**src/pls_pkg.sv**
```systemverilog
// ----------------------------------------------------------------------------
// pls_pkg
// Shared types and constants for the positional list store.
// ----------------------------------------------------------------------------
package pls_pkg;

	localparam int PLS_DEPTH  = 16;
	localparam int PLS_DATA_W = 32;

	// Fixed field widths on the streams
	localparam int POS_W      = 5;
	localparam int OUT_DATA_W = 32;
	localparam int IN_VALUE_W = 32;
	localparam int OP_W       = 2;
	localparam int COUNT_W    = 5;
	localparam int STATUS_W   = 2;

	localparam logic [OP_W-1:0] OP_INSERT = 2'd0;
	localparam logic [OP_W-1:0] OP_REMOVE = 2'd1;
	localparam logic [OP_W-1:0] OP_READ   = 2'd2;

	typedef enum logic [STATUS_W-1:0] {
		ST_OK    = 2'd0,
		ST_FULL  = 2'd1,
		ST_EMPTY = 2'd2,
		ST_RANGE = 2'd3
	} status_t;

	// Decision for one operation, from control to the entry array
	typedef struct packed {
		logic    ins;    // open a slot at the target and load the word
		logic    rem;    // close the slot at the target
		logic    take;   // the word at the target goes out as result data
		status_t status;
	} cmd_t;

endpackage

```
**src/pls_ctrl.sv**
```systemverilog
// ----------------------------------------------------------------------------
// pls_ctrl
// Entry count and per-operation decode: status, target index, next count.
// ----------------------------------------------------------------------------
module pls_ctrl import pls_pkg::*; #(
	parameter int DEPTH = PLS_DEPTH
) (
	input  logic                         clk,
	input  logic                         arst_n,
	input  logic                         adv,
	input  logic [OP_W-1:0]              op,
	input  logic [POS_W-1:0]             position,
	output cmd_t                         cmd,
	output logic [$clog2(DEPTH)-1:0]     at,
	output logic [$clog2(DEPTH+1)-1:0]   cnt,
	output logic [$clog2(DEPTH+1)-1:0]   cnt_next
);

	localparam int CNT_W = $clog2(DEPTH + 1);
	localparam int IDX_W = $clog2(DEPTH);
	localparam int CMP_W = (CNT_W > POS_W) ? CNT_W : POS_W;

	logic [CNT_W-1:0] cnt_q;
	logic [CMP_W-1:0] cnt_x;
	logic [CMP_W-1:0] pos_x;
	logic [CMP_W-1:0] at_x;
	logic             full;
	logic             empty;
	logic             below;

	assign cnt_x = CMP_W'(cnt_q);
	assign pos_x = CMP_W'(position);
	assign full  = (cnt_q == CNT_W'(DEPTH));
	assign empty = (cnt_q == '0);
	assign below = (pos_x < cnt_x);

	always_comb begin
		cmd        = '{ins: 1'b0, rem: 1'b0, take: 1'b0, status: ST_OK};
		at_x       = below ? pos_x : (cnt_x - CMP_W'(1));
		unique case (op)
			OP_INSERT: begin
				at_x = below ? pos_x : cnt_x;
				if (full) begin
					cmd.status = ST_FULL;
				end else begin
					cmd.ins = 1'b1;
				end
			end
			OP_REMOVE: begin
				if (empty) begin
					cmd.status = ST_EMPTY;
				end else begin
					cmd.rem  = 1'b1;
					cmd.take = 1'b1;
				end
			end
			OP_READ: begin
				if (empty) begin
					cmd.status = ST_EMPTY;
				end else if (pos_x > cnt_x) begin
					cmd.status = ST_RANGE;
				end else begin
					cmd.take = 1'b1;
				end
			end
			default: begin
				// unused code: no change, no data
			end
		endcase
	end

	assign at  = at_x[IDX_W-1:0];
	assign cnt = cnt_q;

	always_comb begin
		cnt_next = cnt_q;
		if (cmd.ins) begin
			cnt_next = cnt_q + CNT_W'(1);
		end else if (cmd.rem) begin
			cnt_next = cnt_q - CNT_W'(1);
		end
	end

	always_ff @(posedge clk or negedge arst_n) begin
		if (!arst_n) begin
			cnt_q <= '0;
		end else if (adv) begin
			cnt_q <= cnt_next;
		end
	end

endmodule

```
**src/pls_array.sv**
```systemverilog
// ----------------------------------------------------------------------------
// pls_array
// Packed entry array; each slot shifts, holds or loads, all slots at once.
// ----------------------------------------------------------------------------
module pls_array import pls_pkg::*; #(
	parameter int DEPTH  = PLS_DEPTH,
	parameter int DATA_W = PLS_DATA_W
) (
	input  logic                     clk,
	input  logic                     adv,
	input  cmd_t                     cmd,
	input  logic [$clog2(DEPTH)-1:0] at,
	input  logic [DATA_W-1:0]        word,
	output logic [DATA_W-1:0]        rd_data
);

	localparam int IDX_W = $clog2(DEPTH);

	logic [DATA_W-1:0] entries_q [DEPTH];

	for (genvar i = 0; i < DEPTH; i++) begin : g_slot
		logic [DATA_W-1:0] prev;
		logic [DATA_W-1:0] next;

		if (i == 0) begin : g_first
			assign prev = entries_q[i];
		end else begin : g_mid
			assign prev = entries_q[i-1];
		end
		if (i == DEPTH - 1) begin : g_last
			assign next = entries_q[i];
		end else begin : g_body
			assign next = entries_q[i+1];
		end

		always_ff @(posedge clk) begin
			if (adv && cmd.ins) begin
				if (IDX_W'(i) > at) begin
					entries_q[i] <= prev;
				end else if (IDX_W'(i) == at) begin
					entries_q[i] <= word;
				end
			end else if (adv && cmd.rem) begin
				if (IDX_W'(i) >= at) begin
					entries_q[i] <= next;
				end
			end
		end
	end

	assign rd_data = entries_q[at];

endmodule

```
**src/positional_list_store.sv**
```systemverilog
// ----------------------------------------------------------------------------
// positional_list_store
// Ordered store of up to DEPTH words with insert, remove and read by position.
// ----------------------------------------------------------------------------
// Each transaction on the input stream carries one operation: insert a word
// before a position (append when the position is at or past the count),
// remove the entry at a position (the last one when at or past the count), or
// read the entry at a position (a position equal to the count reads the last
// entry, one beyond it reports a range error). Every operation returns exactly
// one result transaction with the data word, a status and the entry count
// after the operation. The block takes one transaction per clock cycle when
// the result side keeps up. The input register comes first; then the decode
// and the whole entry array update happen together, every slot picking
// shift, hold or load at once, while the result register
// is loaded. A stalled result holds the block, with one more transaction
// parked in the input register.
module positional_list_store import pls_pkg::*; #(
	parameter int DEPTH  = PLS_DEPTH,
	parameter int DATA_W = PLS_DATA_W
) (
	input  logic        clk,
	input  logic        arst_n,
	input  logic        s_tvalid,
	output logic        s_tready,
	input  logic [39:0] s_tdata,   // op[1:0], position[6:2], value[38:7], zero[39]
	output logic        m_tvalid,
	input  logic        m_tready,
	output logic [39:0] m_tdata    // data[31:0], status[33:32], count[38:34], zero[39]
);

	localparam int CNT_W = $clog2(DEPTH + 1);
	localparam int IDX_W = $clog2(DEPTH);
	localparam int CW_X  = (CNT_W > COUNT_W) ? CNT_W : COUNT_W;
	localparam int VW_X  = (DATA_W > IN_VALUE_W) ? DATA_W : IN_VALUE_W;
	localparam int DW_X  = (DATA_W > OUT_DATA_W) ? DATA_W : OUT_DATA_W;

	// Input register
	logic                  valid_s1;
	logic [OP_W-1:0]       op_s1;
	logic [POS_W-1:0]      pos_s1;
	logic [IN_VALUE_W-1:0] value_s1;

	// Result register
	logic                  m_tvalid_q;
	logic [39:0]           m_tdata_q;

	logic                  adv;
	cmd_t                  cmd;
	logic [IDX_W-1:0]      at;
	logic [CNT_W-1:0]      cnt;
	logic [CNT_W-1:0]      cnt_next;
	logic [DATA_W-1:0]     rd_data;
	logic [VW_X-1:0]       value_x;
	logic [DW_X-1:0]       rd_x;
	logic [CW_X-1:0]       cnt_x;
	logic [OUT_DATA_W-1:0] data_out;

	// Advance when the result register is empty or being drained
	assign adv      = valid_s1 && (!m_tvalid_q || m_tready);
	assign s_tready = !valid_s1 || adv;

	always_ff @(posedge clk or negedge arst_n) begin
		if (!arst_n) begin
			valid_s1 <= 1'b0;
		end else if (s_tready) begin
			valid_s1 <= s_tvalid;
		end
	end

	always_ff @(posedge clk) begin
		if (s_tvalid && s_tready) begin
			op_s1    <= s_tdata[1:0];
			pos_s1   <= s_tdata[6:2];
			value_s1 <= s_tdata[38:7];
		end
	end

	pls_ctrl #(
		.DEPTH    (DEPTH)
	) u_ctrl (
		.clk      (clk),
		.arst_n   (arst_n),
		.adv      (adv),
		.op       (op_s1),
		.position (pos_s1),
		.cmd      (cmd),
		.at       (at),
		.cnt      (cnt),
		.cnt_next (cnt_next)
	);

	// Keep the inserted word to DATA_W bits
	assign value_x = VW_X'(value_s1);

	pls_array #(
		.DEPTH   (DEPTH),
		.DATA_W  (DATA_W)
	) u_array (
		.clk     (clk),
		.adv     (adv),
		.cmd     (cmd),
		.at      (at),
		.word    (value_x[DATA_W-1:0]),
		.rd_data (rd_data)
	);

	// Drop data unless the operation returns a word
	assign rd_x     = DW_X'(rd_data);
	assign data_out = cmd.take ? rd_x[OUT_DATA_W-1:0] : '0;
	assign cnt_x    = CW_X'(cnt_next);

	always_ff @(posedge clk or negedge arst_n) begin
		if (!arst_n) begin
			m_tvalid_q <= 1'b0;
		end else if (adv) begin
			m_tvalid_q <= 1'b1;
		end else if (m_tready) begin
			m_tvalid_q <= 1'b0;
		end
	end

	always_ff @(posedge clk) begin
		if (adv) begin
			m_tdata_q <= {1'b0, cnt_x[COUNT_W-1:0], cmd.status, data_out};
		end
	end

	assign m_tvalid = m_tvalid_q;
	assign m_tdata  = m_tdata_q;

	// ------------------------------------------------------------------
	// Assertions
	// ------------------------------------------------------------------

	// Count never exceeds the capacity
	a_cnt_bound: assert property (@(posedge clk) disable iff (!arst_n)
		cnt <= CNT_W'(DEPTH))
		else $error("entry count above capacity");

	// A full-store insert leaves the count as it was
	a_full_hold: assert property (@(posedge clk) disable iff (!arst_n)
		adv && cmd.status == ST_FULL |=> $stable(cnt))
		else $error("count changed on a full insert");

	// Any status other than ok carries zero data
	a_err_zero: assert property (@(posedge clk) disable iff (!arst_n)
		m_tvalid && m_tdata[33:32] != ST_OK |-> m_tdata[31:0] == '0)
		else $error("nonzero data with error status");

	// A stalled result with a parked item blocks the input
	a_stall: assert property (@(posedge clk) disable iff (!arst_n)
		valid_s1 && m_tvalid_q && !m_tready |-> !s_tready)
		else $error("input taken while both stages are held");

endmodule
```
**config.mk**
```make
export PLATFORM = sky130hd
export DESIGN_NAME = positional_list_store
export DESIGN_NICKNAME = d
export VERILOG_FILES = /design/src/pls_pkg.sv /design/src/pls_ctrl.sv /design/src/pls_array.sv /design/src/positional_list_store.sv
export SDC_FILE = /design/constraint.sdc
export NUM_CORES = 2
export LEC_CHECK = 0
export BUFFER_PORTS_ARGS = -buffer_cell sky130_fd_sc_hd__buf_2
export CAP_MARGIN = 5
export CORE_ASPECT_RATIO = 1.25
export CORE_UTILIZATION = 57
export CTS_BUF_LIST = sky130_fd_sc_hd__clkbuf_16
export DETAILED_ROUTE_END_ITERATION = 10
export GPL_ROUTABILITY_DRIVEN = 0
export GPL_TIMING_DRIVEN = 0
export PLACE_DENSITY = 0.73
export SLEW_MARGIN = 20
export SYNTH_ARGS = -nofsm -noshare
export SYNTH_HDL_FRONTEND = slang
export SYNTH_SLANG_ARGS = --single-unit
export TNS_END_PERCENT = 5
```
**constraint.sdc**
```tcl
create_clock -name clk -period 4.95 [get_ports clk]
set_clock_uncertainty 0.15 [all_clocks]
set_input_delay 0.99 -clock clk [delete_from_list [all_inputs] [get_ports clk]]
set_output_delay 0.99 -clock clk [all_outputs]
set_load 0.01 [all_outputs]
```
Word level (Yosys, flattened, before mapping)

Memory sizes are Yosys's and may differ from the RTL's. A register that Yosys moved wholly into a read port is not among the register bits.
Index checks and enable logic that the tools add are counted.

Flip-flop bits (word level): 53
Word-level logic and storage cells: 334
Bits in writable memories: 512
Bits of input ports: 44
Output and inout bits: 42
Memories: 1

Memories:

| name              | words | bits a word | rd ports | clocked after Yosys merged registers in | write ports | RTL line        | source |
|---|---|---|---|---|---|---|---|
| u_array.entries_q | 16    | 32          | 17       | 1                                       | 16          | pls_array.sv:19 | `logic [DATA_W-1:0] entries_q [DEPTH];` |

Magnitude comparators: 34
Muxes and demuxes: 227
Reductions and logical operators: 13
Bitwise logic cells: 32
$add $sub $neg: 2
Equal/unequal tests: 18

Operators by type and width:

| kind                                                                                | number |
|---|---|
| 32-bit two-way mux                                                                  | 32 |
| 1-bit two-way mux                                                                   | 184 |
| 4-bit equality test (first input constant)                                          | 8 |
| 4-bit greater-or-equal comparator (first input constant)                            | 8 |
| 4-bit greater-than comparator (first input constant)                                | 8 |
| 1-bit bitwise OR                                                                    | 32 |
| 3-bit by 4-bit equality test with 1-bit output (first input constant)               | 4 |
| 3-bit by 4-bit greater-or-equal comparator with 1-bit output (first input constant) | 4 |
| 3-bit by 4-bit greater-than comparator with 1-bit output (first input constant)     | 4 |
| 4-bit two-way mux                                                                   | 3 |
| 5-bit two-way mux                                                                   | 2 |
| 2-bit by 4-bit equality test with 1-bit output (first input constant)               | 2 |
| 1-bit by 4-bit greater-or-equal comparator with 1-bit output (first input constant) | 2 |
| 2-bit by 4-bit greater-or-equal comparator with 1-bit output (first input constant) | 2 |
| 1-bit by 4-bit greater-than comparator with 1-bit output (first input constant)     | 2 |
| 2-bit by 4-bit greater-than comparator with 1-bit output (first input constant)     | 2 |
| 2-bit two-way mux                                                                   | 4 |
| 2-bit case mux with 3 select lines                                                  | 1 |
| 5-bit by 1-bit adder with 5-bit output (second input constant)                      | 1 |
| 5-bit equality test (second input constant)                                         | 1 |
| 5-bit greater-than comparator                                                       | 1 |
| 5-bit logical NOT                                                                   | 1 |
| 5-bit < comparator                                                                  | 1 |
| 5-bit by 1-bit subtractor with 5-bit output (second input constant)                 | 1 |
| 10 further kinds                                                                    | 16 |

Depth between registers and ports, before layout

Depth in word-level cells: 10
Gate-level depth with buffers: 14
Gate-level depth less buffers: 9

Modules after synthesis

From an unflattened synthesis, not the netlist that was laid out.

Cell total of the unflattened synthesis: 3315
Area, all modules: 35341.4 um^2

Modules (own cells, without submodules):

| module                | sequential area each (um^2) | instances | cells an instance | area an instance (um^2) |
|---|---|---|---|---|
| pls_array             | 15374.7                     | 1         | 3086              | 31740.4 |
| positional_list_store | 2392.3                      | 1         | 123               | 2710.1 |
| pls_ctrl              | 125.1                       | 1         | 106               | 890.9 |

Least setup slack after synthesis

OpenSTA, ideal clock, no wires.

Path kind: input-to-reg
Start: input port m_tready
End: memory u_array.entries_q[5][0] (netlist bit), enable pin
Slack: -1.154 ns
Arrival: 5.562 ns
Stages: 8
Path through: nand2b_1 > nand2_1 > inv_1 > nand3_1 > clkinv_1 > nor2_1 > nor2_1 > and2_1

RTL lines:

| element            | RTL line                    | source |
|---|---|---|
| start: declaration | positional_list_store.sv:27 | `input logic m_tready,` |
| end: declaration   | pls_array.sv:19             |  |

Final worst setup path

Start: register u_ctrl.cnt_q[1] (netlist: u_ctrl.cnt[1])
End: register m_tdata_q[17] (netlist: m_tdata[17]), read port of u_array.entries_q (data pin)

Cells in the longest elaborated chain, start to end: 5
Elaborated cells on any way between the ends: 12

Ends and longest elaborated chain:

| element                            | RTL line                    | source |
|---|---|---|
| start: declaration                 | pls_ctrl.sv:23              | `logic [CNT_W-1:0] cnt_q;` |
| start signal: assignment           | pls_ctrl.sv:88              | `cnt_q <= cnt_next;` |
| 5-bit greater-than comparator      | pls_ctrl.sv:60              | `end else if (pos_x > cnt_x) begin` |
| 1-bit two-way mux                  | pls_ctrl.sv:60              |  |
| 1-bit two-way mux                  | pls_ctrl.sv:58              | `if (empty) begin` |
| 1-bit case mux with 2 select lines | pls_ctrl.sv:40              | `unique case (op)` |
| 1-bit logical NOT (no line)        | -                           |  |
| end: declaration                   | positional_list_store.sv:45 | `logic [39:0] m_tdata_q;` |

Parallel ways exist; a longest one is shown, timed or not.
A chain may end at the register's enable or synchronous reset.

==> results.sh <==
export IMPL_p_sw_share_pct=43.1
export IMPL_status="complete, but fails checks"
export IMPL_crit_buf_inv=6
export IMPL_place_hpwl_um=98300
export IMPL_hp_class="primary input to asynchronous set/reset pin"
export IMPL_root_buffer="clkbuf_16"
export IMPL_wl_um=135000
export IMPL_layout_common_cells="595 x nand2_1, 590 x edfxtp_1, 314 x mux2i_1, 224 x a21oi_1, 198 x o21ai_0"
export IMPL_cp_depth=14
export IMPL_cts_buffer_depth=3
export IMPL_io_pins=86
export IMPL_period_minus_slack_ns=5.17
export IMPL_path_class="flip-flop to flip-flop"
export IMPL_drv_cap=1
export IMPL_port_buffer_count=83
export IMPL_dieArea_um2=60100
export IMPL_core_area_um2=58300
export IMPL_ir_drop_mv=0.393
export IMPL_cts_tree="yes"
export IMPL_max_freq_mhz=194
export IMPL_post_route_drc_count=23
export IMPL_worstSetupStartpointType="flip-flop"
export IMPL_worst_ep_required_time_ns=5.27
export IMPL_initial_utilization_pct=57.8
export IMPL_via_per_inst=7.29
export IMPL_grt_max_degree=41
export IMPL_violations="design-rule violations, max-capacitance violations, max-slew violations, negative setup slack"
export IMPL_switchingPower_w=0.00871
export IMPL_maxSlewViolCount=5
export IMPL_async_flop_share_pct=1.17
export IMPL_cts_sinks=597
export IMPL_power_total_w=0.0202
export IMPL_grt_total_usage_pct=45.3
export IMPL_max_slew_margin_pct=-3.13
export IMPL_die_h_um=274
export IMPL_wl_per_cell_um=32.5
export IMPL_path_max_fanout=10
export IMPL_setup_viol=19
export IMPL_yosys_register_bits=597
export IMPL_numCtsBuffers=60
export IMPL_pwr_density_cell_nw_per_um2=535
export IMPL_seq_area_frac_synth_pct=53.1
export IMPL_die_w_um=219
export IMPL_globalRouteOverflowTotal=0
export IMPL_clkTransAtPathRegs_ns=0.06
export IMPL_crit_top_cell="buf_2"
export IMPL_synth_net_count=3212
export IMPL_rows=99
export IMPL_synth_ff_type="edfxtp_1"
export IMPL_syn_mean_instance_area_um2=10.7
export IMPL_p_int_w=0.0115
export IMPL_yosys_area_top_type="edfxtp_1"
export IMPL_synth_cell_types=71
export IMPL_finalSetupTns_ns=-1.69
export IMPL_end_kind="flip-flop"
export IMPL_rsz0062_at_grt="true"
export IMPL_cpLargestDelayFamily="buffers and inverters"
export IMPL_grt_pass1_vias=29200
export IMPL_critPathArrivalTime_ns=5.48
export IMPL_final_util_pct=64.7
export IMPL_power_share_clock_pct=23.9
export IMPL_worst_pin_slew_ns=1.54
export IMPL_grt_pass1_wl_um=193000
export IMPL_setup_ws_ns=-0.216
export IMPL_htree_levels=2
export IMPL_first_iter_violations=5394
export IMPL_area_growth_pct=12.0
export IMPL_dr_pass1_iters=11
export IMPL_final_common_cell="nand2_1"
export IMPL_hold_viol=0
export IMPL_cp_slowest_cell="a311oi_1"
export IMPL_syn_cell_area_um2=33700
export IMPL_holdBufCountCts=0
export IMPL_p_leak_nw=13.3
export IMPL_synth_top_cell_area_share_pct=52.6
export IMPL_antenna_found_initial=15
export IMPL_drive_above_1_share_pct=15.6
export IMPL_synth_edf_count=590
export IMPL_finalCritPeriodShare_pct=104
export IMPL_path_cells="buf_2, inv_1, ha_1, nor2b_2, o21ai_4, buf_6, nand3_1, nand2_1, buf_2, buf_2, buf_1, nand2_1, a311oi_1, or4_1"
export IMPL_synth_area_top_cells="edfxtp_1 53%, mux2i_1 9.4%, nand2_1 6.6%, mux2_2 5.8%, a21oi_1 3.4%"
export IMPL_post_synth_inst_count=3156
export IMPL_power_frac_seq_pct=36.1
export IMPL_via_count=30200
export IMPL_r2r_slack_ns=-0.22
export IMPL_final_nets=3380
export IMPL_r2r_cells=14
export IMPL_antenna_left=0
export IMPL_yosysWarnings=0
export IMPL_cp_slowest_stage_delay_ns=0.66
export IMPL_insertion_delay_ns=0.66
export IMPL_pwr_share_comb_pct=40.0
-- kinds of logic after synthesis --
logic type               Yosys count  synth area share, %
AO/OA/AOI/OAI                    775                 14.6
adder cells (fa/ha/maj)           12                0.446
flip-flops                       597                 53.1
multiplexers                     510                 15.9
AND/OR/NAND/NOR                  940                 11.8
XOR/XNOR                          10                0.282
buffers and inverters            311                 3.95
other                              1               0.0111
-- power by group through the flow --
stage / Combinational, W / Clock [W] / Sequential [W]
final: 0.00807 / 0.00482 / 0.00729
after global routing: 0.00813 / 0.00496 / 0.00730
after CTS: 0.00718 / 0.00477 / 0.00720
after detailed placement: 0.00714 / 0 / 0.00731
after global placement: 0.00676 / 0 / 0.00733
after floorplan: 0.00428 / 0 / 0.00704
-- worst register-to-register path, cell delays in order (launching register included) --
cell	delay, ns
dfrtp_1	0.35
buf_2	0.23
inv_1	0.14
ha_1	0.31
nor2b_2	0.18
o21ai_4	0.20
buf_6	0.17
nand3_1	0.46
nand2_1	0.46
buf_2	0.32
buf_2	0.37
buf_1	0.53
nand2_1	0.13
a311oi_1	0.66
or4_1	0.32
-- metal layers --
layer,GRT usage (%),vias to the layer above,routed length (um)
met2,65.0,2806,56900
li1,-,12200,-
met1,52.9,14300,44100
met3,16.0,848,17600
met5,0.0813,-,43
met4,41.4,8,16000
-- final timing paths --
kind / from / endpoint
worst max-delay path: u_ctrl.cnt[1]$_DFFE_PN0P_ / m_tdata[17]$_SDFFCE_PN0P_
min in group clk: valid_s1$_DFFE_PN0N_ / m_tvalid$_DFFE_PN0P_
worst max register to register: u_ctrl.cnt[1]$_DFFE_PN0P_ / m_tdata[17]$_SDFFCE_PN0P_
max in group asynchronous: arst_n / u_ctrl.cnt[0]$_DFFE_PN0P_
worst min register to register: valid_s1$_DFFE_PN0N_ / m_tvalid$_DFFE_PN0P_
worst min-delay path: arst_n / u_ctrl.cnt[1]$_DFFE_PN0P_
-- flip-flops by register name, summed over array words and instances (netlist names) --
register / flops
pos_s1: 5
m_tdata: 39
valid_s1: 1
op_s1: 2
value_s1: 32
u_array.entries_q: 512
u_ctrl.cnt: 5
m_tvalid: 1
-- layout make-up --
type	count	area [um2]
Antenna cell	14	35.0
Buffer	297	1290
Clock buffer	61	1530
Clock inverter	51	487
Fill cell	4557	20600
Inverter	14	58.8
Multi-Input combinational cell	2248	14700
Sequential cell	597	17900
Tap cell	757	947
Timing Repair Buffer	106	817
-- what timing repair did --
item | CTS | global route
buffers inserted | 0 | 5
endpoints found under the setup margin | 32 | 241
resized for setup | 1 | 22
pin swaps | 0 | 2
-- cell usage after synthesis, types with 2 or more instances --
master / count
a211o_1: 2
a211oi_1: 70
a21boi_0: 4
a21o_1: 4
a21oi_1: 229
a21oi_2: 3
a221oi_1: 62
a2bb2oi_1: 32
a311oi_1: 64
a31oi_1: 76
a32oi_1: 2
and2_1: 4
and3_1: 68
buf_1: 26
buf_2: 75
buf_4: 10
buf_6: 4
clkbuf_1: 181
dfrtp_1: 7
edfxtp_1: 590
ha_1: 12
inv_1: 11
inv_2: 2
mux2_1: 18
mux2_2: 174
mux2i_1: 318
nand2_1: 595
nand2b_1: 8
nand3_1: 14
nand3b_1: 2
nand4_1: 2
nor2_1: 186
nor2_2: 2
nor3_1: 7
nor4_1: 4
o211ai_1: 4
o21a_1: 2
o21ai_0: 199
o21ai_1: 4
o22ai_1: 2
o31ai_1: 2
or3_1: 6
or4_1: 34
xnor2_1: 8
-- per-stage QoR --
stage / hold WS [ns] / worst slack (ns) / std cells / area [um2]
2_1_floorplan: 0.307 / 0.181 / 3156 / 33700
3_3_place_gp: 0.321 / -2.20 / 3996 / 35100
3_5_place_dp: 0.339 / -0.814 / 4010 / 35500
4_1_cts: 0.0365 / 0.0236 / 4122 / 37500
5_1_grt: 0.0352 / -0.0792 / 4135 / 37700
6_report: 0.0357 / -0.216 / 4145 / 37700
Power figures use the tool's default switching activity.
